### config.mk
export PLATFORM = sky130hd
export DESIGN_NAME = lsm_cordic_cell
export DESIGN_NICKNAME = d
export VERILOG_FILES = /design/src/hw/rtl/lsm_pkg.sv /design/src/hw/rtl/lsm_cordic_cell.sv
export SDC_FILE = /design/constraint.sdc
export NUM_CORES = 1
export LEC_CHECK = 0
export BUFFER_PORTS_ARGS = -buffer_cell sky130_fd_sc_hd__buf_2
export CAP_MARGIN = 20
export CORE_MARGIN = 3
export CORE_UTILIZATION = 52
export CTS_BUF_LIST = sky130_fd_sc_hd__clkbuf_8 sky130_fd_sc_hd__clkbuf_16
export DETAILED_ROUTE_END_ITERATION = 16
export GPL_TIMING_DRIVEN = 0
export PLACE_DENSITY_LB_ADDON = 0.25
export SYNTH_ARGS = -nofsm -noshare
export SYNTH_HDL_FRONTEND = slang
export SYNTH_SLANG_ARGS = --single-unit
### constraint.sdc
create_clock -name clk -period 3.3 [get_ports clk]
set_clock_uncertainty 0.05 [all_clocks]
set_input_delay 0.66 -clock clk [delete_from_list [all_inputs] [get_ports clk]]
set_output_delay 0.66 -clock clk [all_outputs]
set_load 0.02 [all_outputs]
### src/hw/rtl/lsm_pkg.sv
// Shared types, constants and tables of the log-spiral tile map.
// Used by the cell modules and the top level; depends on nothing.
`default_nettype none
package lsm_pkg;

  localparam int CORDIC_STAGES_DEF = 24;
  localparam int FRAC_BITS_DEF     = 16;

  localparam int CX_W     = 52;   // CORDIC x/y: Q16.16 input times 2^16 plus growth
  localparam int ANG_W    = 35;   // angle in turns, 32 fraction bits
  localparam int M_W      = 64;   // |z|^2
  localparam int P_W      = 6;    // leading-one position
  localparam int LOG_FRAC = 24;
  localparam int MANT_W   = 32;
  localparam int W_W      = P_W + LOG_FRAC;
  localparam int PROD_W   = 60;
  localparam int L_W      = 32;   // Re(L), Im(L)
  localparam int PER_W    = 16;
  localparam int XP_W     = PER_W + L_W;
  localparam int SUM_W    = XP_W + 2;
  localparam int OUT_W    = 32;

  // squares, sum, normalize, log steps, scale product, rounding
  localparam int LOG_LAT  = 2 + 6 + LOG_FRAC + 2;

  localparam logic signed [W_W-1:0] LN2_OVER_2PI = W_W'(473811343);
  localparam logic signed [ANG_W-1:0] HALF_TURN  = ANG_W'(64'd1 << 31);

  localparam int CFG_IDX_W = 2;
  localparam logic [CFG_IDX_W-1:0] REG_PERIOD_X = CFG_IDX_W'(0);
  localparam logic [CFG_IDX_W-1:0] REG_PERIOD_Y = CFG_IDX_W'(1);
  localparam logic signed [PER_W-1:0] PERIOD_X_RST = PER_W'(256);
  localparam logic signed [PER_W-1:0] PERIOD_Y_RST = PER_W'(0);

  localparam logic [31:0] ATAN_TURNS [32] = '{
    32'h20000000, 32'h12E4051E, 32'h09FB385B, 32'h051111D4, 32'h028B0D43,
    32'h0145D7E1, 32'h00A2F61E, 32'h00517C55, 32'h0028BE53, 32'h00145F2F,
    32'h000A2F98, 32'h000517CC, 32'h00028BE6, 32'h000145F3, 32'h0000A2FA,
    32'h0000517D, 32'h000028BE, 32'h0000145F, 32'h00000A30, 32'h00000518,
    32'h0000028C, 32'h00000146, 32'h000000A3, 32'h00000051, 32'h00000029,
    32'h00000014, 32'h0000000A, 32'h00000005, 32'h00000003, 32'h00000001,
    32'h00000001, 32'h00000000
  };

  typedef struct packed {
    logic signed [CX_W-1:0]  x;
    logic signed [CX_W-1:0]  y;
    logic signed [ANG_W-1:0] ang;
  } cordic_t;

  typedef struct packed {
    logic [M_W-1:0] m;
    logic [P_W-1:0] p;
  } norm_t;

  typedef struct packed {
    logic [MANT_W-1:0]   mant;
    logic [LOG_FRAC-1:0] frac;
    logic [P_W-1:0]      p;
  } lg_t;

  typedef struct packed {
    logic vld;
    logic finite;
    logic zero;
  } flags_t;

endpackage
`default_nettype wire

### src/hw/rtl/lsm_cordic_cell.sv
// One CORDIC vectoring iteration with its output register.
// Depends on lsm_pkg.
`default_nettype none
module lsm_cordic_cell #(
  parameter int STAGE = 0
) (
  input  wire                   clk,
  input  wire                   en,
  input  lsm_pkg::cordic_t      c_in,
  output lsm_pkg::cordic_t      c_out
);
  localparam logic signed [lsm_pkg::ANG_W-1:0] STEP =
    lsm_pkg::ANG_W'(lsm_pkg::ATAN_TURNS[STAGE % 32]);

  lsm_pkg::cordic_t c_r, c_nxt;
  logic signed [lsm_pkg::CX_W-1:0] dx, dy;

  always_comb begin
    dx = c_in.y >>> STAGE;
    dy = c_in.x >>> STAGE;
    if (c_in.y > 0) begin
      c_nxt.x   = c_in.x + dx;
      c_nxt.y   = c_in.y - dy;
      c_nxt.ang = c_in.ang + STEP;
    end else begin
      c_nxt.x   = c_in.x - dx;
      c_nxt.y   = c_in.y + dy;
      c_nxt.ang = c_in.ang - STEP;
    end
  end

  always_ff @(posedge clk) begin
    if (en) c_r <= c_nxt;
  end

  assign c_out = c_r;
endmodule
`default_nettype wire

==> flow_summary_export.csv <==
group,metric,value,unit
final_layout,nFillCells,2035,
placed_design,routabilityCongestion,1.05,
synthesis,avgSynthCellArea,8.45,um2
critical_path,crit_path_end,"c_out[85]",
floorplanning,fp.dieW,170,um
critical_path,critPathSlowestCell,"o41ai_4",
clocking,clkSinkCount,138,
final_layout,largest_reg_flops,138,
sta,finalCritPeriodShare,1.07,
global_routing,grt_pass1_vias,14400,
floorplanning,io_pins,280,
floorplanning,die_area,28800,um2
global_routing,grtUsageTotal,0.385,
critical_path,cp-startpoint,"c_in[35]",
synthesis,synth_mux_area_frac,0.0144,
detailed_routing,wl,59500,um
detailed_routing,dr_total_vias,15300,
clocking,htree_levels,4,
detailed_routing,first_pass_iters,9,
sta,relSlewSlack,0.143,
sta,rsz0062_at_grt,"yes",
clocking,root_buffer,"clkbuf_16",
floorplanning,rows,59,
detailed_routing,wl_per_cell,25.1,um
clocking,clock_path_buffers,2,
power_and_ir_drop,powerDensity,425,nW/um2
synthesis,syn-num-nets,1969,
sta,min_period,3.54,ns
power_and_ir_drop,leakage,7.90,nW
synthesis,yosysMostFrequentCell,"a21oi_1",
clocking,cts_buffers,17,
synthesis,yosys.area.top_type_share,0.297,
final_layout,final_util,0.710,
detailed_routing,ant_nets,0,
sta,slew_violations,0,
critical_path,required,3.45,ns
sta,worstMarginPinSlew,1.29,ns
run_status,status,"finished with violations",
placed_design,hpwl,44500,um
clocking,cts_tree,"built",
final_layout,drive_gt1_frac,0.323,
critical_path,critPathCaptureType,"flop",
floorplanning,core-area,26200,um2
critical_path,worst-path-max-fanout,4,
final_layout,layout.nets,2335,
sta,finalHoldViolCount,0,
clocking,clkTransAtPathRegs,0.08,ns
synthesis,synth_cells,1651,
placed_design,portBuffers,279,
global_routing,grt_antenna_before_repair,1,
critical_path,start_kind,"input port",
critical_path,max_stage_delay,0.49,ns
critical_path,worst-path-buf-inv,3,
sta,fin_setup_tns,-2.40,ns
critical_path,worst-path-stages,15,
synthesis,synth_enable_flop_cells,138,
synthesis,syn_area,14000,um2
global_routing,gr-total-overflow,0,
synthesis,synth_compound_area_frac,0.255,
critical_path,cp.arrival,3.68,ns
critical_path,path_class,"input port to flop",
synthesis,synthXorXnorAreaFrac,0.0665,
power_and_ir_drop,vdd_drop_max,0.000294,V
sta,fmax,283,MHz
detailed_routing,drcViolationCount,0,
sta,whs,0.330,ns
run_status,violations,"negative setup slack",
flow_run,drv_cap,0,
synthesis,synth_seq_cells,138,
critical_path,cp_cell_sequence,"buf_8 > ha_4 > inv_2 > fa_2 > nor3_2 > a211o_4 > a21oi_4 > a31oi_4 > a311oi_4 > buf_6 > o211ai_4 > a41oi_4 > o41ai_4 > a211oi_2 > xnor2_1",
final_layout,area_growth,33.3,%
synthesis,synth_simple_gate_area_frac,0.141,
detailed_routing,vias_per_cell,6.47,
synthesis,yosys_warnings,0,
global_routing,grt_pass1_wl,85000,um
min_path,hold_class,"input port to flop",
synthesis,synth_ff_type,"edfxtp_1",
synthesis,synth_common_cells,"a21oi_1, ha_1, inv_1",
synthesis,async_flop_share,0,
sta,finalWorstSetupSlack,-0.236,ns
floorplanning,die_h,170,um
synthesis,synth_top_cell_by_area,"edfxtp_1",
synthesis,synth_area_leaders,"edfxtp_1, ha_1, a21oi_1",
synthesis,synth_top_family_by_area,"compound AO/OA/AOI/OAI gates",
detailed_routing,first_iter_violations,1995,
synthesis,seq_area_frac_synth,0.297,
critical_path,cp_top_family,"compound AO/OA/AOI/OAI gates",
global_routing,grt_max_degree,72,
sta,setup_viol,24,
floorplanning,start_util,0.532,
synthesis,synthAdderAreaFrac,0.161,
synthesis,ys_types,82,
[stage by stage]
stage	instance area, um2	setup WS (ns)	total power [mW]	instances
final	18600	-0.236	7.91	2366
after detailed placement	15800	-1.55	5.25	2266
after CTS	17700	-0.0577	7.56	2338
after floorplan	14000	0.00828	4.21	1651
after global routing	18600	-0.267	8.17	2365
after global placement	15800	-1.55	5.24	2265
[how the worst min path moves through the flow]
stage	startpoint	slack (ns)	depth (start not counted)	endpoint
after floorplan	c_in[0]	0.71	0	c_out[0]
after global placement	c_in[11]	0.79	1	c_out[11]
after detailed placement	c_in[11]	0.79	1	c_out[11]
after CTS	c_in[21]	0.33	1	c_out[21]
after global routing	c_in[16]	0.32	1	c_out[16]
final	c_in[21]	0.33	1	c_out[21]
[logic make-up (layout without fill, tap and decap cells)]
logic type / after synthesis / after routing
multiplexers: 20 / 20
XOR/XNOR: 106 / 106
flip-flops: 138 / 138
AND/OR/NAND/NOR: 414 / 414
adder cells (fa/ha/maj): 177 / 177
AO/OA/AOI/OAI: 568 / 568
other: 0 / 1
buffers and inverters: 228 / 607
[where the power goes]
group | switching, mW | total (mW) | internal, mW | leakage, nW
Clock | 1.02 | 2.04 | 1.03 | 0.291
Sequential | 0.0663 | 2.35 | 2.29 | 1.35
Combinational | 2.26 | 3.52 | 1.26 | 6.26
Total | 3.34 | 7.91 | 4.57 | 7.90
[cell type report]
type | count | area [um2] | area share
well taps | 335 | 419 | 0.0225
clock buffers | 17 | 425 | 0.0229
repair buffers | 352 | 2120 | 0.114
flip-flops and latches | 138 | 4140 | 0.223
multi-input cells | 1285 | 10300 | 0.554
plain buffers | 68 | 423 | 0.0227
diodes | 1 | 2.50 | 0.000135
clock inverters | 15 | 175 | 0.00942
inverters | 155 | 593 | 0.0319
[repair_timing]
item                       4_1_cts  5_1_grt
pin swaps                       64       72
cloned                           0        1
hold buffers                     0        0
gates resized for setup        219      187
setup buffers                   42       29
setup endpoints to repair       94       53
[routing by layer]
metal  part of all wire  GRT usage
met5                  0          0
met4              0.051      0.159
met3               0.12     0.0906
met2               0.44      0.599
met1               0.38      0.518
[cells in the final DEF (no fill, tap or decap), types with 16 or more instances in the layout]
cell	synthesis	final
buf_2	22	266
a21oi_1	211	177
ha_1	173	149
edfxtp_1	138	138
inv_1	149	134
nor2_1	142	125
o21ai_0	126	97
xnor2_1	99	94
nand2_1	95	91
buf_4	4	84
o21bai_1	34	33
nand4_1	29	29
a21oi_2	0	27
a21o_1	25	25
ha_4	0	23
nor3_1	26	22
clkbuf_1	30	19
nand3_1	19	18
buf_6	2	18
mux2i_1	19	18
o21a_1	18	17
clkbuf_16	0	17
inv_2	5	16
nor4_1	35	16
nor2b_1	17	16
o21ai_1	4	16
(Power assumes the default switching activity.)
