$ cat config.mk
export PLATFORM = sky130hd
export DESIGN_NAME = lsm_log_cell
export DESIGN_NICKNAME = d
export VERILOG_FILES = /design/src/hw/rtl/lsm_pkg.sv /design/src/hw/rtl/lsm_log_cell.sv
export SDC_FILE = /design/constraint.sdc
export NUM_CORES = 2
export LEC_CHECK = 0
export BUFFER_PORTS_ARGS = -buffer_cell sky130_fd_sc_hd__clkbuf_2
export CAP_MARGIN = 20
export CORE_MARGIN = 2
export CORE_UTILIZATION = 35
export CTS_BUF_LIST = sky130_fd_sc_hd__clkbuf_4
export DETAILED_ROUTE_END_ITERATION = 10
export REMOVE_ABC_BUFFERS = 1
export SETUP_SLACK_MARGIN = 0.2
export SKIP_CTS_REPAIR_TIMING = 1
export SYNTH_ARGS = -nofsm -noshare
export SYNTH_HDL_FRONTEND = slang
export SYNTH_SLANG_ARGS = --single-unit
$ cat constraint.sdc
create_clock -name clk -period 21.1 [get_ports clk]
set_input_delay 1.055 -clock clk [delete_from_list [all_inputs] [get_ports clk]]
set_output_delay 1.055 -clock clk [all_outputs]
set_load 0.01 [all_outputs]
$ cat src/hw/rtl/lsm_pkg.sv
// Shared types, constants and tables of the log-spiral tile map.
// Used by the cell modules and the top level; depends on nothing.
`default_nettype none
package lsm_pkg;

  localparam int CORDIC_STAGES_DEF = 24;
  localparam int FRAC_BITS_DEF     = 16;

  localparam int CX_W     = 52;   // CORDIC x/y: Q16.16 input times 2^16 plus growth
  localparam int ANG_W    = 35;   // angle in turns, 32 fraction bits
  localparam int M_W      = 64;   // |z|^2
  localparam int P_W      = 6;    // leading-one position
  localparam int LOG_FRAC = 24;
  localparam int MANT_W   = 32;
  localparam int W_W      = P_W + LOG_FRAC;
  localparam int PROD_W   = 60;
  localparam int L_W      = 32;   // Re(L), Im(L)
  localparam int PER_W    = 16;
  localparam int XP_W     = PER_W + L_W;
  localparam int SUM_W    = XP_W + 2;
  localparam int OUT_W    = 32;

  // squares, sum, normalize, log steps, scale product, rounding
  localparam int LOG_LAT  = 2 + 6 + LOG_FRAC + 2;

  localparam logic signed [W_W-1:0] LN2_OVER_2PI = W_W'(473811343);
  localparam logic signed [ANG_W-1:0] HALF_TURN  = ANG_W'(64'd1 << 31);

  localparam int CFG_IDX_W = 2;
  localparam logic [CFG_IDX_W-1:0] REG_PERIOD_X = CFG_IDX_W'(0);
  localparam logic [CFG_IDX_W-1:0] REG_PERIOD_Y = CFG_IDX_W'(1);
  localparam logic signed [PER_W-1:0] PERIOD_X_RST = PER_W'(256);
  localparam logic signed [PER_W-1:0] PERIOD_Y_RST = PER_W'(0);

  localparam logic [31:0] ATAN_TURNS [32] = '{
    32'h20000000, 32'h12E4051E, 32'h09FB385B, 32'h051111D4, 32'h028B0D43,
    32'h0145D7E1, 32'h00A2F61E, 32'h00517C55, 32'h0028BE53, 32'h00145F2F,
    32'h000A2F98, 32'h000517CC, 32'h00028BE6, 32'h000145F3, 32'h0000A2FA,
    32'h0000517D, 32'h000028BE, 32'h0000145F, 32'h00000A30, 32'h00000518,
    32'h0000028C, 32'h00000146, 32'h000000A3, 32'h00000051, 32'h00000029,
    32'h00000014, 32'h0000000A, 32'h00000005, 32'h00000003, 32'h00000001,
    32'h00000001, 32'h00000000
  };

  typedef struct packed {
    logic signed [CX_W-1:0]  x;
    logic signed [CX_W-1:0]  y;
    logic signed [ANG_W-1:0] ang;
  } cordic_t;

  typedef struct packed {
    logic [M_W-1:0] m;
    logic [P_W-1:0] p;
  } norm_t;

  typedef struct packed {
    logic [MANT_W-1:0]   mant;
    logic [LOG_FRAC-1:0] frac;
    logic [P_W-1:0]      p;
  } lg_t;

  typedef struct packed {
    logic vld;
    logic finite;
    logic zero;
  } flags_t;

endpackage
`default_nettype wire

$ cat src/hw/rtl/lsm_log_cell.sv
// One fraction bit of log2 by mantissa squaring.
// Depends on lsm_pkg.
`default_nettype none
module lsm_log_cell (
  input  wire           clk,
  input  wire           en,
  input  lsm_pkg::lg_t  l_in,
  output lsm_pkg::lg_t  l_out
);
  lsm_pkg::lg_t l_r, l_nxt;
  logic [2*lsm_pkg::MANT_W-1:0] sq;
  logic [lsm_pkg::MANT_W:0]     t;

  always_comb begin
    sq = (2*lsm_pkg::MANT_W)'(l_in.mant) * (2*lsm_pkg::MANT_W)'(l_in.mant);
    t  = sq[2*lsm_pkg::MANT_W-1 -: lsm_pkg::MANT_W+1];
    l_nxt.p = l_in.p;
    if (t[lsm_pkg::MANT_W]) begin
      l_nxt.mant = t[lsm_pkg::MANT_W:1];
      l_nxt.frac = {l_in.frac[lsm_pkg::LOG_FRAC-2:0], 1'b1};
    end else begin
      l_nxt.mant = t[lsm_pkg::MANT_W-1:0];
      l_nxt.frac = {l_in.frac[lsm_pkg::LOG_FRAC-2:0], 1'b0};
    end
  end

  always_ff @(posedge clk) begin
    if (en) l_r <= l_nxt;
  end

  assign l_out = l_r;
endmodule
`default_nettype wire

==> results.yml <==
status:
  status: "finished, final reports clean"
cts:
  clk_path_buf_depth: 2
  htreeDepth: 3
  clock_sink_count: 62
  cts_tree: "built"
  cts.reportedPaths.clkPinSlew_ns: 0.12
  cts_buffers: 9
  cts-root-buf: "sky130_fd_sc_hd__clkbuf_4"
detailed_routing:
  drtAntennaViolNets: 0
  drt_wl_total_um: 76830
  route.vias.total: 20739
  vias_per_cell: 4.669
  detailedRoute.firstIterationViolations: 898
  wire_per_inst_um: 17.30
  drtPass1Iterations: 5
  post_detailed_route_drc_marker_count: 0
place:
  final_gp_congestion: 0.8526
  placement.io_buffers: 124
  place_hpwl_um: 61610
synth:
  postSynthRegisterBits: 62
  synth_edf_count: 62
  yosysWarningCount: 0
  yosysTopAreaCell: "sky130_fd_sc_hd__fa_1"
  synthesis.instances: 3224
  synthesized_area_mm2: 0.03147
  fraction_of_registers_with_async_set_or_reset_after_synthesis_pct: 0
  synth_area_per_cell_um2: 9.761
  seq_area_frac_synth_pct: 5.916
  yosys_most_used_dff: "sky130_fd_sc_hd__edfxtp_1"
  synth_area_leaders: "sky130_fd_sc_hd__fa_1 50%, sky130_fd_sc_hd__ha_1 12%, sky130_fd_sc_hd__inv_1 12%, sky130_fd_sc_hd__edfxtp_1 5.9%, sky130_fd_sc_hd__and2_1 4.5%"
  synth_top_area_share_pct: 50.32
  synth_cell_types: 73
die:
  floorplan.io_pins: 126
  die_w_um: 303.9
  die_y_um: 303.9
  core_area_mm2: 0.08878
  placementRows: 109
  die_area_mm2: 0.09233
  start_util_pct: 35.45
cells_and_area:
  post_route_cells_drive_above_1_share_pct: 7.265
  area.sequential_mm2: 0.001862
  multi_input_gate_area_mm2: 0.02544
  final_nets: 4426
  largest_register_ff_count: 62
  area_delta_synth_final_pct: 6.306
  fill_cells: 8902
sta:
  final_report_max_slew_violation_count: 0
  period_needed_ns: 9.960
  setup_viol: 0
  finalHoldViolations: 0
  fin_tns_setup_ns: 0
  hold_ws_ns: 0.8196
  share_of_the_clock_period_used_by_the_worst_path_pct: 47.20
  fmax_mhz: 100.4
  worst-slew-pin-transition_ns: 1.171
  rsz0062_at_grt: "false"
  slew_headroom_pct: 21.92
worst_hold_path:
  min_delay_worst_endpoint: "l_out[14]"
  worstHoldPathCells: 1
  hold_path.class: "input pin to flip-flop"
  hold_start: "l_in[13]"
worst_setup_path:
  cp.required_ns: 21.28
  cp.arrival_ns: 10.14
  critPathCaptureType: "flip-flop"
  worstPathMaxFanout: 38
  worstSetupStartpoint: "l_in[37]"
  worstSetupPathType: "input pin to flip-flop"
  worstSetupStartpointType: "input pin"
global_routing:
  globalRoute.totalOverflow: 0
  grt_first_pass_wirelength_um: 126100
  global_route.usage.total_pct: 17.30
  grt_start_max_net_pins: 63
  grt_pass1_vias: 23227
  grt_antenna_before_repair: 1
run:
  cap_violations: 0
==> placed cells by master (no fill, tap or decap), types with 3 or more instances in the layout <==
| master | instances |
|---|---|
| sky130_fd_sc_hd__inv_1 | 980 |
| sky130_fd_sc_hd__fa_1 | 791 |
| sky130_fd_sc_hd__ha_1 | 300 |
| sky130_fd_sc_hd__nand2_1 | 288 |
| sky130_fd_sc_hd__and2_1 | 228 |
| sky130_fd_sc_hd__clkbuf_2 | 124 |
| sky130_fd_sc_hd__edfxtp_1 | 62 |
| sky130_fd_sc_hd__nor2_1 | 61 |
| sky130_fd_sc_hd__a21oi_1 | 58 |
| sky130_fd_sc_hd__xor2_1 | 44 |
| sky130_fd_sc_hd__a21o_1 | 38 |
| sky130_fd_sc_hd__xnor2_1 | 32 |
| sky130_fd_sc_hd__buf_4 | 30 |
| sky130_fd_sc_hd__o21ai_0 | 26 |
| sky130_fd_sc_hd__mux2_4 | 21 |
| sky130_fd_sc_hd__nand3_1 | 19 |
| sky130_fd_sc_hd__o21bai_1 | 11 |
| sky130_fd_sc_hd__nor2b_1 | 11 |
| sky130_fd_sc_hd__a31o_2 | 10 |
| sky130_fd_sc_hd__and3_1 | 9 |
| sky130_fd_sc_hd__o211ai_1 | 9 |
| sky130_fd_sc_hd__nand4_1 | 9 |
| sky130_fd_sc_hd__clkbuf_4 | 9 |
| sky130_fd_sc_hd__a31oi_1 | 8 |
| sky130_fd_sc_hd__mux2_2 | 7 |
| sky130_fd_sc_hd__nor3_1 | 7 |
| sky130_fd_sc_hd__or2_2 | 6 |
| sky130_fd_sc_hd__o21ai_1 | 5 |
| sky130_fd_sc_hd__a211oi_1 | 4 |
| sky130_fd_sc_hd__a41oi_2 | 4 |
| sky130_fd_sc_hd__a41oi_1 | 3 |
| sky130_fd_sc_hd__nand2b_1 | 3 |
| sky130_fd_sc_hd__a311oi_1 | 3 |
==> metrics by stage <==
step	setup slack (ns)	area [um2]	cells	utilization [%]
after global routing	10.84	33450	4441	37.68
after floorplan	10.84	30980	3106	-
final	11.14	33450	4442	37.68
after CTS	11.20	33450	4441	37.68
after detailed placement	10.77	33290	4425	37.49
after global placement	10.77	33290	4425	37.49
==> how the worst max path moves through the flow <==
stage               cells after the start        end
CTS                                    27  l_out[60]
detailed placement                     27  l_out[60]
floorplan                              23  l_out[60]
global placement                       27  l_out[60]
finish                                 27  l_out[60]
global route                           28  l_out[60]
==> kinds of logic after synthesis <==
logic type               after synthesis  share of synthesized area (%)
buffers and inverters               1099                          13.27
flip-flops                            62                          5.916
AND/OR/NAND/NOR                      654                          10.23
XOR/XNOR                              77                          2.143
adder cells (fa/ha/maj)             1091                          62.25
AO/OA/AOI/OAI                        211                          4.882
multiplexers                          30                          1.316
==> synth_stat cells (all sizes together), types with 5 or more instances <==
| library cell | number |
|---|---|
| ha | 300 |
| nor2b | 11 |
| xor2 | 44 |
| a31o | 10 |
| mux2 | 28 |
| a21oi | 59 |
| o21bai | 12 |
| xnor2 | 33 |
| edfxtp | 62 |
| o21ai | 31 |
| nand2 | 289 |
| o31ai | 5 |
| clkbuf | 110 |
| buf | 8 |
| inv | 980 |
| nand3 | 20 |
| nor2 | 61 |
| and2 | 228 |
| and3 | 9 |
| o211ai | 9 |
| a21o | 38 |
| a31oi | 11 |
| a211oi | 7 |
| nor3 | 8 |
| nand4 | 9 |
| or2 | 7 |
| fa | 791 |
| a41oi | 7 |
==> critical path, stage by stage <==
cell,delay (ns)
sky130_fd_sc_hd__clkbuf_2,0.74
sky130_fd_sc_hd__inv_1,0.51
sky130_fd_sc_hd__nor2_1,0.35
sky130_fd_sc_hd__inv_1,0.09
sky130_fd_sc_hd__fa_1,0.48
sky130_fd_sc_hd__inv_1,0.05
sky130_fd_sc_hd__fa_1,0.49
sky130_fd_sc_hd__inv_1,0.05
sky130_fd_sc_hd__fa_1,0.39
sky130_fd_sc_hd__fa_1,0.52
sky130_fd_sc_hd__fa_1,0.54
sky130_fd_sc_hd__inv_1,0.05
sky130_fd_sc_hd__fa_1,0.38
sky130_fd_sc_hd__fa_1,0.53
sky130_fd_sc_hd__fa_1,0.42
sky130_fd_sc_hd__ha_1,0.37
sky130_fd_sc_hd__nand2_1,0.11
sky130_fd_sc_hd__o211ai_1,0.19
sky130_fd_sc_hd__a41oi_1,0.08
sky130_fd_sc_hd__nor4_2,0.52
sky130_fd_sc_hd__o21ai_1,0.38
sky130_fd_sc_hd__a31oi_4,0.37
sky130_fd_sc_hd__a41oi_2,0.20
sky130_fd_sc_hd__xnor2_2,0.15
sky130_fd_sc_hd__buf_4,0.48
sky130_fd_sc_hd__or4b_1,0.48
sky130_fd_sc_hd__o221a_2,0.13
==> area by class of cell <==
cell class | count | share of cell area [%]
Antenna cell | 1 | 0.007480
Sequential cell | 62 | 5.565
Clock inverter | 7 | 0.2917
Inverter | 981 | 11.01
Multi-Input combinational cell | 2063 | 76.04
Clock buffer | 9 | 0.2020
Tap cell | 1165 | 4.357
Timing Repair Buffer | 154 | 2.528
==> per-layer routing <==
| layer | vias to the layer above | routed length (um) | track usage [%] |
|---|---|---|---|
| li1 | 9514 | - | - |
| met1 | 10767 | 33450 | 23.14 |
| met2 | 380 | 39290 | 30.82 |
| met3 | 78 | 2636 | 1.511 |
| met4 | 0 | 1455 | 3.170 |
| met5 | - | 0 | 0 |
Power is left out: the tool's default activity adds up to more than one toggle a clock period on the data nets, which glitch-free logic cannot reach.
