<file path="src/hw/rtl/lsm_pkg.sv">
// Shared types, constants and tables of the log-spiral tile map.
// Used by the cell modules and the top level; depends on nothing.
`default_nettype none
package lsm_pkg;

  localparam int CORDIC_STAGES_DEF = 24;
  localparam int FRAC_BITS_DEF     = 16;

  localparam int CX_W     = 52;   // CORDIC x/y: Q16.16 input times 2^16 plus growth
  localparam int ANG_W    = 35;   // angle in turns, 32 fraction bits
  localparam int M_W      = 64;   // |z|^2
  localparam int P_W      = 6;    // leading-one position
  localparam int LOG_FRAC = 24;
  localparam int MANT_W   = 32;
  localparam int W_W      = P_W + LOG_FRAC;
  localparam int PROD_W   = 60;
  localparam int L_W      = 32;   // Re(L), Im(L)
  localparam int PER_W    = 16;
  localparam int XP_W     = PER_W + L_W;
  localparam int SUM_W    = XP_W + 2;
  localparam int OUT_W    = 32;

  // squares, sum, normalize, log steps, scale product, rounding
  localparam int LOG_LAT  = 2 + 6 + LOG_FRAC + 2;

  localparam logic signed [W_W-1:0] LN2_OVER_2PI = W_W'(473811343);
  localparam logic signed [ANG_W-1:0] HALF_TURN  = ANG_W'(64'd1 << 31);

  localparam int CFG_IDX_W = 2;
  localparam logic [CFG_IDX_W-1:0] REG_PERIOD_X = CFG_IDX_W'(0);
  localparam logic [CFG_IDX_W-1:0] REG_PERIOD_Y = CFG_IDX_W'(1);
  localparam logic signed [PER_W-1:0] PERIOD_X_RST = PER_W'(256);
  localparam logic signed [PER_W-1:0] PERIOD_Y_RST = PER_W'(0);

  localparam logic [31:0] ATAN_TURNS [32] = '{
    32'h20000000, 32'h12E4051E, 32'h09FB385B, 32'h051111D4, 32'h028B0D43,
    32'h0145D7E1, 32'h00A2F61E, 32'h00517C55, 32'h0028BE53, 32'h00145F2F,
    32'h000A2F98, 32'h000517CC, 32'h00028BE6, 32'h000145F3, 32'h0000A2FA,
    32'h0000517D, 32'h000028BE, 32'h0000145F, 32'h00000A30, 32'h00000518,
    32'h0000028C, 32'h00000146, 32'h000000A3, 32'h00000051, 32'h00000029,
    32'h00000014, 32'h0000000A, 32'h00000005, 32'h00000003, 32'h00000001,
    32'h00000001, 32'h00000000
  };

  typedef struct packed {
    logic signed [CX_W-1:0]  x;
    logic signed [CX_W-1:0]  y;
    logic signed [ANG_W-1:0] ang;
  } cordic_t;

  typedef struct packed {
    logic [M_W-1:0] m;
    logic [P_W-1:0] p;
  } norm_t;

  typedef struct packed {
    logic [MANT_W-1:0]   mant;
    logic [LOG_FRAC-1:0] frac;
    logic [P_W-1:0]      p;
  } lg_t;

  typedef struct packed {
    logic vld;
    logic finite;
    logic zero;
  } flags_t;

endpackage
`default_nettype wire

</file>
<file path="src/hw/rtl/lsm_norm_cell.sv">
// One step of the leading-one normalization of |z|^2.
// Depends on lsm_pkg.
`default_nettype none
module lsm_norm_cell #(
  parameter int SHIFT = 1
) (
  input  wire             clk,
  input  wire             en,
  input  lsm_pkg::norm_t  n_in,
  output lsm_pkg::norm_t  n_out
);
  lsm_pkg::norm_t n_r, n_nxt;

  always_comb begin
    n_nxt = n_in;
    // shift left by SHIFT if the top SHIFT bits are clear
    if (n_in.m[lsm_pkg::M_W-1 -: SHIFT] == '0) begin
      n_nxt.m = n_in.m << SHIFT;
      n_nxt.p = n_in.p - lsm_pkg::P_W'(SHIFT);
    end
  end

  always_ff @(posedge clk) begin
    if (en) n_r <= n_nxt;
  end

  assign n_out = n_r;
endmodule
`default_nettype wire

</file>
<file path="config.mk">
export PLATFORM = sky130hd
export DESIGN_NAME = lsm_norm_cell
export DESIGN_NICKNAME = d
export VERILOG_FILES = /design/src/hw/rtl/lsm_pkg.sv /design/src/hw/rtl/lsm_norm_cell.sv
export SDC_FILE = /design/constraint.sdc
export NUM_CORES = 1
export LEC_CHECK = 0
export ABC_AREA = 1
export BUFFER_PORTS_ARGS = -buffer_cell sky130_fd_sc_hd__clkbuf_2
export CELL_PAD_IN_SITES_DETAIL_PLACEMENT = 0
export CELL_PAD_IN_SITES_GLOBAL_PLACEMENT = 1
export CORE_MARGIN = 3
export CORE_UTILIZATION = 34
export DETAILED_ROUTE_END_ITERATION = 16
export PLACE_DENSITY = 0.88
export REMOVE_ABC_BUFFERS = 1
export SLEW_MARGIN = 30
export SYNTH_ARGS = -nofsm -noshare
export SYNTH_HDL_FRONTEND = slang
export SYNTH_SLANG_ARGS = --single-unit
</file>
<file path="constraint.sdc">
create_clock -name clk -period 1.4 [get_ports clk]
set_clock_uncertainty 0.1 [all_clocks]
set_input_delay 0.28 -clock clk [delete_from_list [all_inputs] [get_ports clk]]
set_output_delay 0.28 -clock clk [all_outputs]
set_load 0.1 [all_outputs]
</file>
==> results of run 1 <==
[cell usage after synthesis]
cell type / instances
xnor2_1: 1
inv_1: 9
buf_4: 6
nand3b_1: 1
buf_6: 1
nor2_1: 3
nand2_1: 192
edfxtp_1: 70
inv_2: 1
ha_1: 1
buf_2: 7
o21ai_0: 7
nand3_1: 2
[layer usage]
metal / vias to the layer above / wire length (µm) / global-route usage (%)
met5: - / 0 / 0
met4: 0 / 75 / 4.66
met3: 10 / 632 / 4.98
met2: 112 / 3960 / 26.6
met1: 1132 / 2870 / 17.2
li1: 1258 / - / -
[cell type report]
type,count,area (µm²),share of cell area (%)
clock buffer,10,128,2.48
tap,105,131,2.55
clock inverter,6,110,2.14
timing repair buffer,148,1830,35.6
multi-input combinational,207,806,15.7
inverter,10,37.5,0.729
sequential,70,2100,40.8
[metrics by stage]
stage	area, µm²	total power, mW
detailed placement	4910	5.30
finish	5150	7.16
CTS	5150	7.24
global placement	4910	5.27
floorplan	2950	4.17
global route	5150	7.42
[worst max-delay path by stage]
stage	to	slack (ns)	cells after the start
final	n_out[38]	0.06	1
after global routing	n_out[38]	0.01	1
after CTS	n_out[38]	0.04	1
after detailed placement	n_out[4]$_DFFE_PP_	0.008	6
after global placement	n_out[4]$_DFFE_PP_	0.07	6
after floorplan	n_out[5]$_DFFE_PP_	-0.17	6
[cell families after synthesis]
kind of cell / after synthesis / synth area share (%)
adder cells (fa/ha/maj): 1 / 0.412
flip-flops: 70 / 69.2
XOR/XNOR: 1 / 0.288
AND/OR/NAND/NOR: 198 / 24.7
buffers and inverters: 24 / 4.24
AO/OA/AOI/OAI: 7 / 1.15
[power groups by stage]
stage	combinational, mW	clock, mW	sequential [mW]
after CTS	2.56	1.98	2.70
after global placement	2.53	0	2.74
after floorplan	0.160	0	4.01
after detailed placement	2.55	0	2.75
final	2.54	1.93	2.70
after global routing	2.62	2.08	2.71
==> results.json, run 1 <==
{
  "outcome": "completed",
  "crit_start": "n_out[38]$_DFFE_PP_",
  "final_cell_mix": "nand2_1, buf_12, clkbuf_2, edfxtp_1",
  "drive_gt1_share_pct": 36.1,
  "dp.cells": 540,
  "yosysSeqAreaShare_pct": 69.2,
  "grt-ovfl-total": 0,
  "wl_per_cell_um": 13.6,
  "synth_top_cell_by_area": "edfxtp_1",
  "fmax_mhz": 748,
  "clock_power_share_pct": 26.9,
  "ys_ff_latch": 70,
  "dr.pass1.iters": 4,
  "layout_commonest_cell": "nand2_1",
  "io_pins": 142,
  "largest_reg_flops": 70,
  "vias_per_cell": 4.52,
  "num-fill-cells": 704,
  "cap_viol_max_count": 0,
  "syn_avg_cell_area_um2": 10.1,
  "fin_setup_tns_ns": 0,
  "num_vias": 2512,
  "p_per_area_nw_per_um2": 1390,
  "fin_util_pct": 61.1,
  "drc": 0,
  "grt_pass1_vias": 2499,
  "yosysWarnings": 0,
  "cts.sinks": 70,
  "slew_viol_final": 0,
  "critPathRequiredTime_ns": 1.02,
  "worstPathCellList": "buf_12",
  "synthDistinctLibCells": 13,
  "port_buffers": 141,
  "place_ws_ns": 0.00762,
  "crit_family": "flip-flops",
  "tightest_slew_ns": 0.406,
  "chipHeight_um": 101,
  "slew_headroom_pct": 72.9,
  "final_nets": 519,
  "path_clk_slew_ns": 0.08,
  "cts_tree": "done",
  "fin_ws_ns": 0.0624,
  "worst_hold_path.endpoint": "n_out[6]$_SDFFCE_PN0P_",
  "swShare_pct": 36.1,
  "crit_slowest_cell": "edfxtp_1",
  "wl_mm": 7.53,
  "crit_arrival_ns": 0.96,
  "chipWidth_um": 101,
  "n_antenna_cell": 0,
  "power.internal_mw": 4.58,
  "critPathBufInv": 1,
  "peakVddDrop_mv": 0.571,
  "start_util_pct": 36.1,
  "combPwrFrac_pct": 35.5,
  "core_um2": 8420,
  "hpwlAfterDp_mm": 5.90,
  "final_cells": 556,
  "grt_antenna_before_repair": 0,
  "dieArea_um2": 10100,
  "hp-start": "n_in[6]",
  "cts_setup_buffers": 0,
  "holdCritPathClass": "in2reg",
  "finalSetupViolations": 0,
  "area_growth_pct": 69.6,
  "cp-end-kind": "output port",
  "cts_buffers": 9,
  "hold_viol_final": 0,
  "power_frac_seq_pct": 37.6,
  "power.switching_mw": 2.59,
  "dr.first_iter.drc_count": 98,
  "critPathMaxFanout": 1,
  "grt_first_pass_wirelength_mm": 11.9,
  "root_buffer": "clkbuf_8",
  "postCtsHoldBufs": 0,
  "syn_area_um2": 3040,
  "worst_setup_path_start_kind": "flop",
  "hold_slack_ns": 0.120,
  "ant_nets": 0,
  "grt_usage_pct": 15.0,
  "num_rows": 33,
  "hold_depth": 3,
  "gp_congestion": 0.765,
  "syn_inst": 301,
  "htree_levels": 3,
  "period_share_pct": 95.5,
  "cpPeakStageDelay_ns": 0.43,
  "yosys-top-cells-area": "edfxtp_1, nand2_1, buf_4",
  "rsz0062_at_grt": "false",
  "ctsResizeCount": 0,
  "grt_max_degree": 41,
  "period_needed_ns": 1.34,
  "clockBufferDepth": 2,
  "leakage_nw": 2.43,
  "critical_path_class": "reg2out",
  "synth_top_cell_area_share_pct": 69.2
}
Note: power is estimated with default switching activity, not from simulation.
==> run 2: changes to the inputs <==
- BUFFER_PORTS_ARGS: -buffer_cell sky130_fd_sc_hd__clkbuf_2 -> default
- CORE_UTILIZATION: 34 -> 45
- DONT_BUFFER_PORTS: default -> 1
- PLACE_DENSITY: 0.88 -> 0.85
==> results.json, run 2 (synthesis results as in run 1) <==
{
  "num_vias": 2191,
  "fin_area_um2": 3950,
  "p_per_area_nw_per_um2": 1580,
  "fin_ws_ns": 0.0508,
  "final_cell_mix": "nand2_1, edfxtp_1, buf_4",
  "cts_buffers": 9,
  "power_mw": 6.26,
  "fmax_mhz": 741,
  "layout_commonest_cell": "nand2_1",
  "slew_headroom_pct": 80.1,
  "start_util_pct": 47.0,
  "chipHeight_um": 88.1,
  "tightest_slew_ns": 0.298,
  "critical_path_class": "reg2out",
  "root_buffer": "clkbuf_8",
  "gp_congestion": 0.730,
  "port_buffers": 0,
  "drive_gt1_share_pct": 22.6,
  "vias_per_cell": 4.84,
  "grt_max_degree": 71,
  "final_cells": 453,
  "hpwlAfterDp_mm": 4.44,
  "critPathMaxFanout": 1,
  "holdCritPathClass": "in2reg",
  "critPathRequiredTime_ns": 1.02,
  "area_growth_pct": 30.2,
  "place_ws_ns": 0.177,
  "violations": "hold timing",
  "clockBufferDepth": 2,
  "cpPeakStageDelay_ns": 0.35,
  "period_needed_ns": 1.35,
  "postCtsHoldBufs": 1,
  "rsz0062_at_grt": "false",
  "placed_area_um2": 3730,
  "hold_viol_final": 24,
  "wl_mm": 6.68,
  "cts_tree": "done",
  "dp.cells": 436,
  "cap_viol_max_count": 0,
  "cts.sinks": 70,
  "outcome": "finished, violations left",
  "hold_depth": 0,
  "peakVddDrop_mv": 1.05,
  "core_um2": 6460,
  "chipWidth_um": 88.1,
  "worstPathCellList": "buf_4",
  "slew_viol_final": 0,
  "hold_slack_ns": -0.0421,
  "critPathBufInv": 1,
  "htree_levels": 3,
  "cp-end-kind": "output port",
  "crit_slowest_cell": "edfxtp_1",
  "finalSetupViolations": 0,
  "wl_per_cell_um": 14.8,
  "leakage_nw": 1.83,
  "grt_antenna_before_repair": 0,
  "worst-path-stages": 1,
  "dieArea_um2": 7770,
  "num_rows": 29,
  "largest_reg_flops": 70,
  "io_pins": 142,
  "grt_first_pass_wirelength_mm": 9.87,
  "crit_family": "flip-flops",
  "ant_nets": 0,
  "dr.first_iter.drc_count": 95,
  "path_clk_slew_ns": 0.07,
  "worst_setup_path_start_kind": "flop",
  "final_nets": 444,
  "period_share_pct": 96.4,
  "num-fill-cells": 544,
  "crit_arrival_ns": 0.97,
  "grt-ovfl-total": 0,
  "n_antenna_cell": 0,
  "grt_pass1_vias": 2100,
  "drc": 0,
  "cts_setup_buffers": 0,
  "dr.pass1.iters": 4,
  "multi_input_area_um2": 806,
  "seqCellArea_um2": 2100,
  "grt_usage_pct": 16.9
}
run 2: power by group:
group / total (mW) / switching (mW) / internal [mW] / leakage [nW]
registers: 2.60 / 0.0698 / 2.53 / 0.683
clock network: 1.71 / 0.731 / 0.984 / 0.103
logic: 1.95 / 1.56 / 0.388 / 1.04
total: 6.26 / 2.36 / 3.91 / 1.83
run 2: layout make-up:
| type | instances | area share (%) |
|---|---|---|
| tap | 77 | 2.44 |
| multi-input combinational | 207 | 20.4 |
| clock inverter | 6 | 1.93 |
| clock buffer | 10 | 3.23 |
| inverter | 10 | 0.949 |
| sequential | 70 | 53.2 |
| timing repair buffer | 73 | 17.9 |
run 2: what timing repair did:
action,in CTS,in global routing
hold endpoints to repair,71,70
gates resized for setup,0,2
setup endpoints to repair,0,2
run 2: worst paths after layout:
| check | startpoint | to |
|---|---|---|
| worst max-delay path | n_out[69]$_SDFFCE_PP1P_ | n_out[69] |
| worst min-delay path | en | n_out[67]$_DFFE_PP_ |
run 2: through the flow:
step	hold slack [ns]	util [%]	setup TNS [ns]
final	-0.0421	61.2	0
after global routing	-0.0674	61.2	0
after CTS	-0.0590	61.1	0
after detailed placement	0.298	57.8	0
after global placement	0.297	57.8	0
after floorplan	0.292	-	-0.509
run 2: metal layers:
layer  routed length, µm  track usage [%]  up-vias  share of wire (%)
li1                    -                -     1106                  -
met1                2540             18.8      984                 38
met2                3350             28.2       95                 50
met3                 711             7.62        6                 11
met4                  81             7.01        0                1.2
met5                   0                0        -                  0
==> run 3: changes to the inputs <==
- CAP_MARGIN: default -> 20
- CORE_ASPECT_RATIO: default -> 1.4
==> results.json, run 3 (synthesis results as in run 1) <==
{
  "combPwrFrac_pct": 30.9,
  "worst_setup_path_start_kind": "flop",
  "grt-busiest-layer": "met2",
  "chipWidth_um": 75.4,
  "p_per_area_nw_per_um2": 1590,
  "final_cells": 448,
  "hold_slack_ns": -0.0502,
  "power_frac_seq_pct": 41.4,
  "wl_per_cell_um": 14.7,
  "swShare_pct": 37.8,
  "dr.first_iter.drc_count": 105,
  "cts_setup_buffers": 0,
  "final_nets": 444,
  "peakVddDrop_mv": 0.884,
  "io_pins": 142,
  "drive_gt1_share_pct": 22.9,
  "crit_family": "flip-flops",
  "grt_max_degree": 71,
  "final_cell_mix": "nand2_1, edfxtp_1, buf_4",
  "clockBufferDepth": 2,
  "ctsResizeCount": 0,
  "cpPeakStageDelay_ns": 0.35,
  "grt_usage_pct": 16.8,
  "crit_arrival_ns": 0.97,
  "grt_first_pass_wirelength_mm": 9.72,
  "area_growth_pct": 30.0,
  "outcome": "finished, violations left",
  "core_um2": 6380,
  "fmax_mhz": 741,
  "ant_nets": 0,
  "crit_slowest_cell": "edfxtp_1",
  "dieArea_um2": 7780,
  "fin_setup_tns_ns": 0,
  "vias_per_cell": 4.89,
  "cts_buffers": 9,
  "violations": "hold timing",
  "wl_mm": 6.60,
  "dp.cells": 431,
  "num_rows": 34,
  "critical_path_class": "reg2out",
  "cts_tree": "done",
  "largest_reg_flops": 70,
  "num-fill-cells": 533,
  "critPathRequiredTime_ns": 1.02,
  "grt_antenna_before_repair": 0,
  "grt.met3_usage_pct": 6.87,
  "path_clk_slew_ns": 0.08,
  "start_util_pct": 47.6,
  "hpwlAfterDp_mm": 4.62,
  "chipHeight_um": 103,
  "htree_levels": 3,
  "num_vias": 2191,
  "root_buffer": "clkbuf_8",
  "cap_viol_max_count": 0,
  "tightest_slew_ns": 0.290,
  "power.switching_mw": 2.37,
  "fin_area_um2": 3950,
  "period_share_pct": 96.4,
  "period_needed_ns": 1.35,
  "grtUsageMet2_pct": 27.3,
  "placed_area_um2": 3730,
  "leakage_nw": 1.83,
  "holdCritPathClass": "in2reg",
  "seqCellArea_um2": 2100,
  "critPathMaxFanout": 1,
  "multi_input_area_um2": 806,
  "port_buffers": 0,
  "power.internal_mw": 3.91,
  "drc": 0,
  "hold_viol_final": 32,
  "grt_pass1_vias": 2127,
  "finalSetupViolations": 0,
  "grt-ovfl-total": 0,
  "dr.pass1.iters": 4,
  "n_antenna_cell": 0,
  "clock_power_share_pct": 27.7,
  "rsz0062_at_grt": "false",
  "worstPathCellList": "buf_4",
  "layout_commonest_cell": "nand2_1",
  "critPathBufInv": 1,
  "slew_viol_final": 0,
  "slew_headroom_pct": 80.8,
  "cp-end-kind": "output port",
  "cts.sinks": 70,
  "use_met1_pct": 18.2,
  "gp_congestion": 0.727
}
-- run 3: cell types whose count changed in the layout (fill, tap and decap cells not counted), sizes merged --
cell | before | now
clkinv | 4 | 3
clkbuf | 10 | 9
inv | 10 | 11
clkinvlp | 0 | 1
-- run 3: power groups by stage --
stage	clock network [mW]	registers, mW	logic (mW)
6_report	1.74	2.60	1.94
5_1_grt	1.88	2.62	2.01
4_1_cts	1.78	2.61	1.95
3_5_place_dp	0	2.65	1.95
3_3_place_gp	0	2.64	1.94
2_1_floorplan	0	4.01	0.160
-- run 3: final cells by class --
type	instances	area share, %
Multi-Input combinational cell	207	20.4
Clock buffer	9	3.14
Tap cell	72	2.28
Inverter	10	0.951
Sequential cell	70	53.2
Timing Repair Buffer	73	17.7
Clock inverter	7	2.22
-- run 3: per-stage QoR --
stage	total power, mW	setup WS [ns]	hold WS, ns	util (%)
floorplan	4.17	-0.173	0.292	-
global placement	4.58	0.207	0.297	58.4
detailed placement	4.60	0.177	0.296	58.4
CTS	6.34	0.0268	-0.0637	61.7
global route	6.51	0.00000400	-0.0719	61.9
finish	6.28	0.0502	-0.0502	61.9
-- run 3: path summary, 6_finish.rpt --
check	startpoint	to	slack, ns	cells past startpoint
setup / recovery	n_out[69]$_SDFFCE_PP1P_	n_out[69]	0.05	1
hold / removal	en	n_out[26]$_DFFE_PP_	-0.05	0
-- run 3: routing by layer --
layer  wire, µm  part of all wire (%)
met5          0                     0
met4        168                   2.5
met3        683                    10
met2       3340                    51
met1       2400                    36
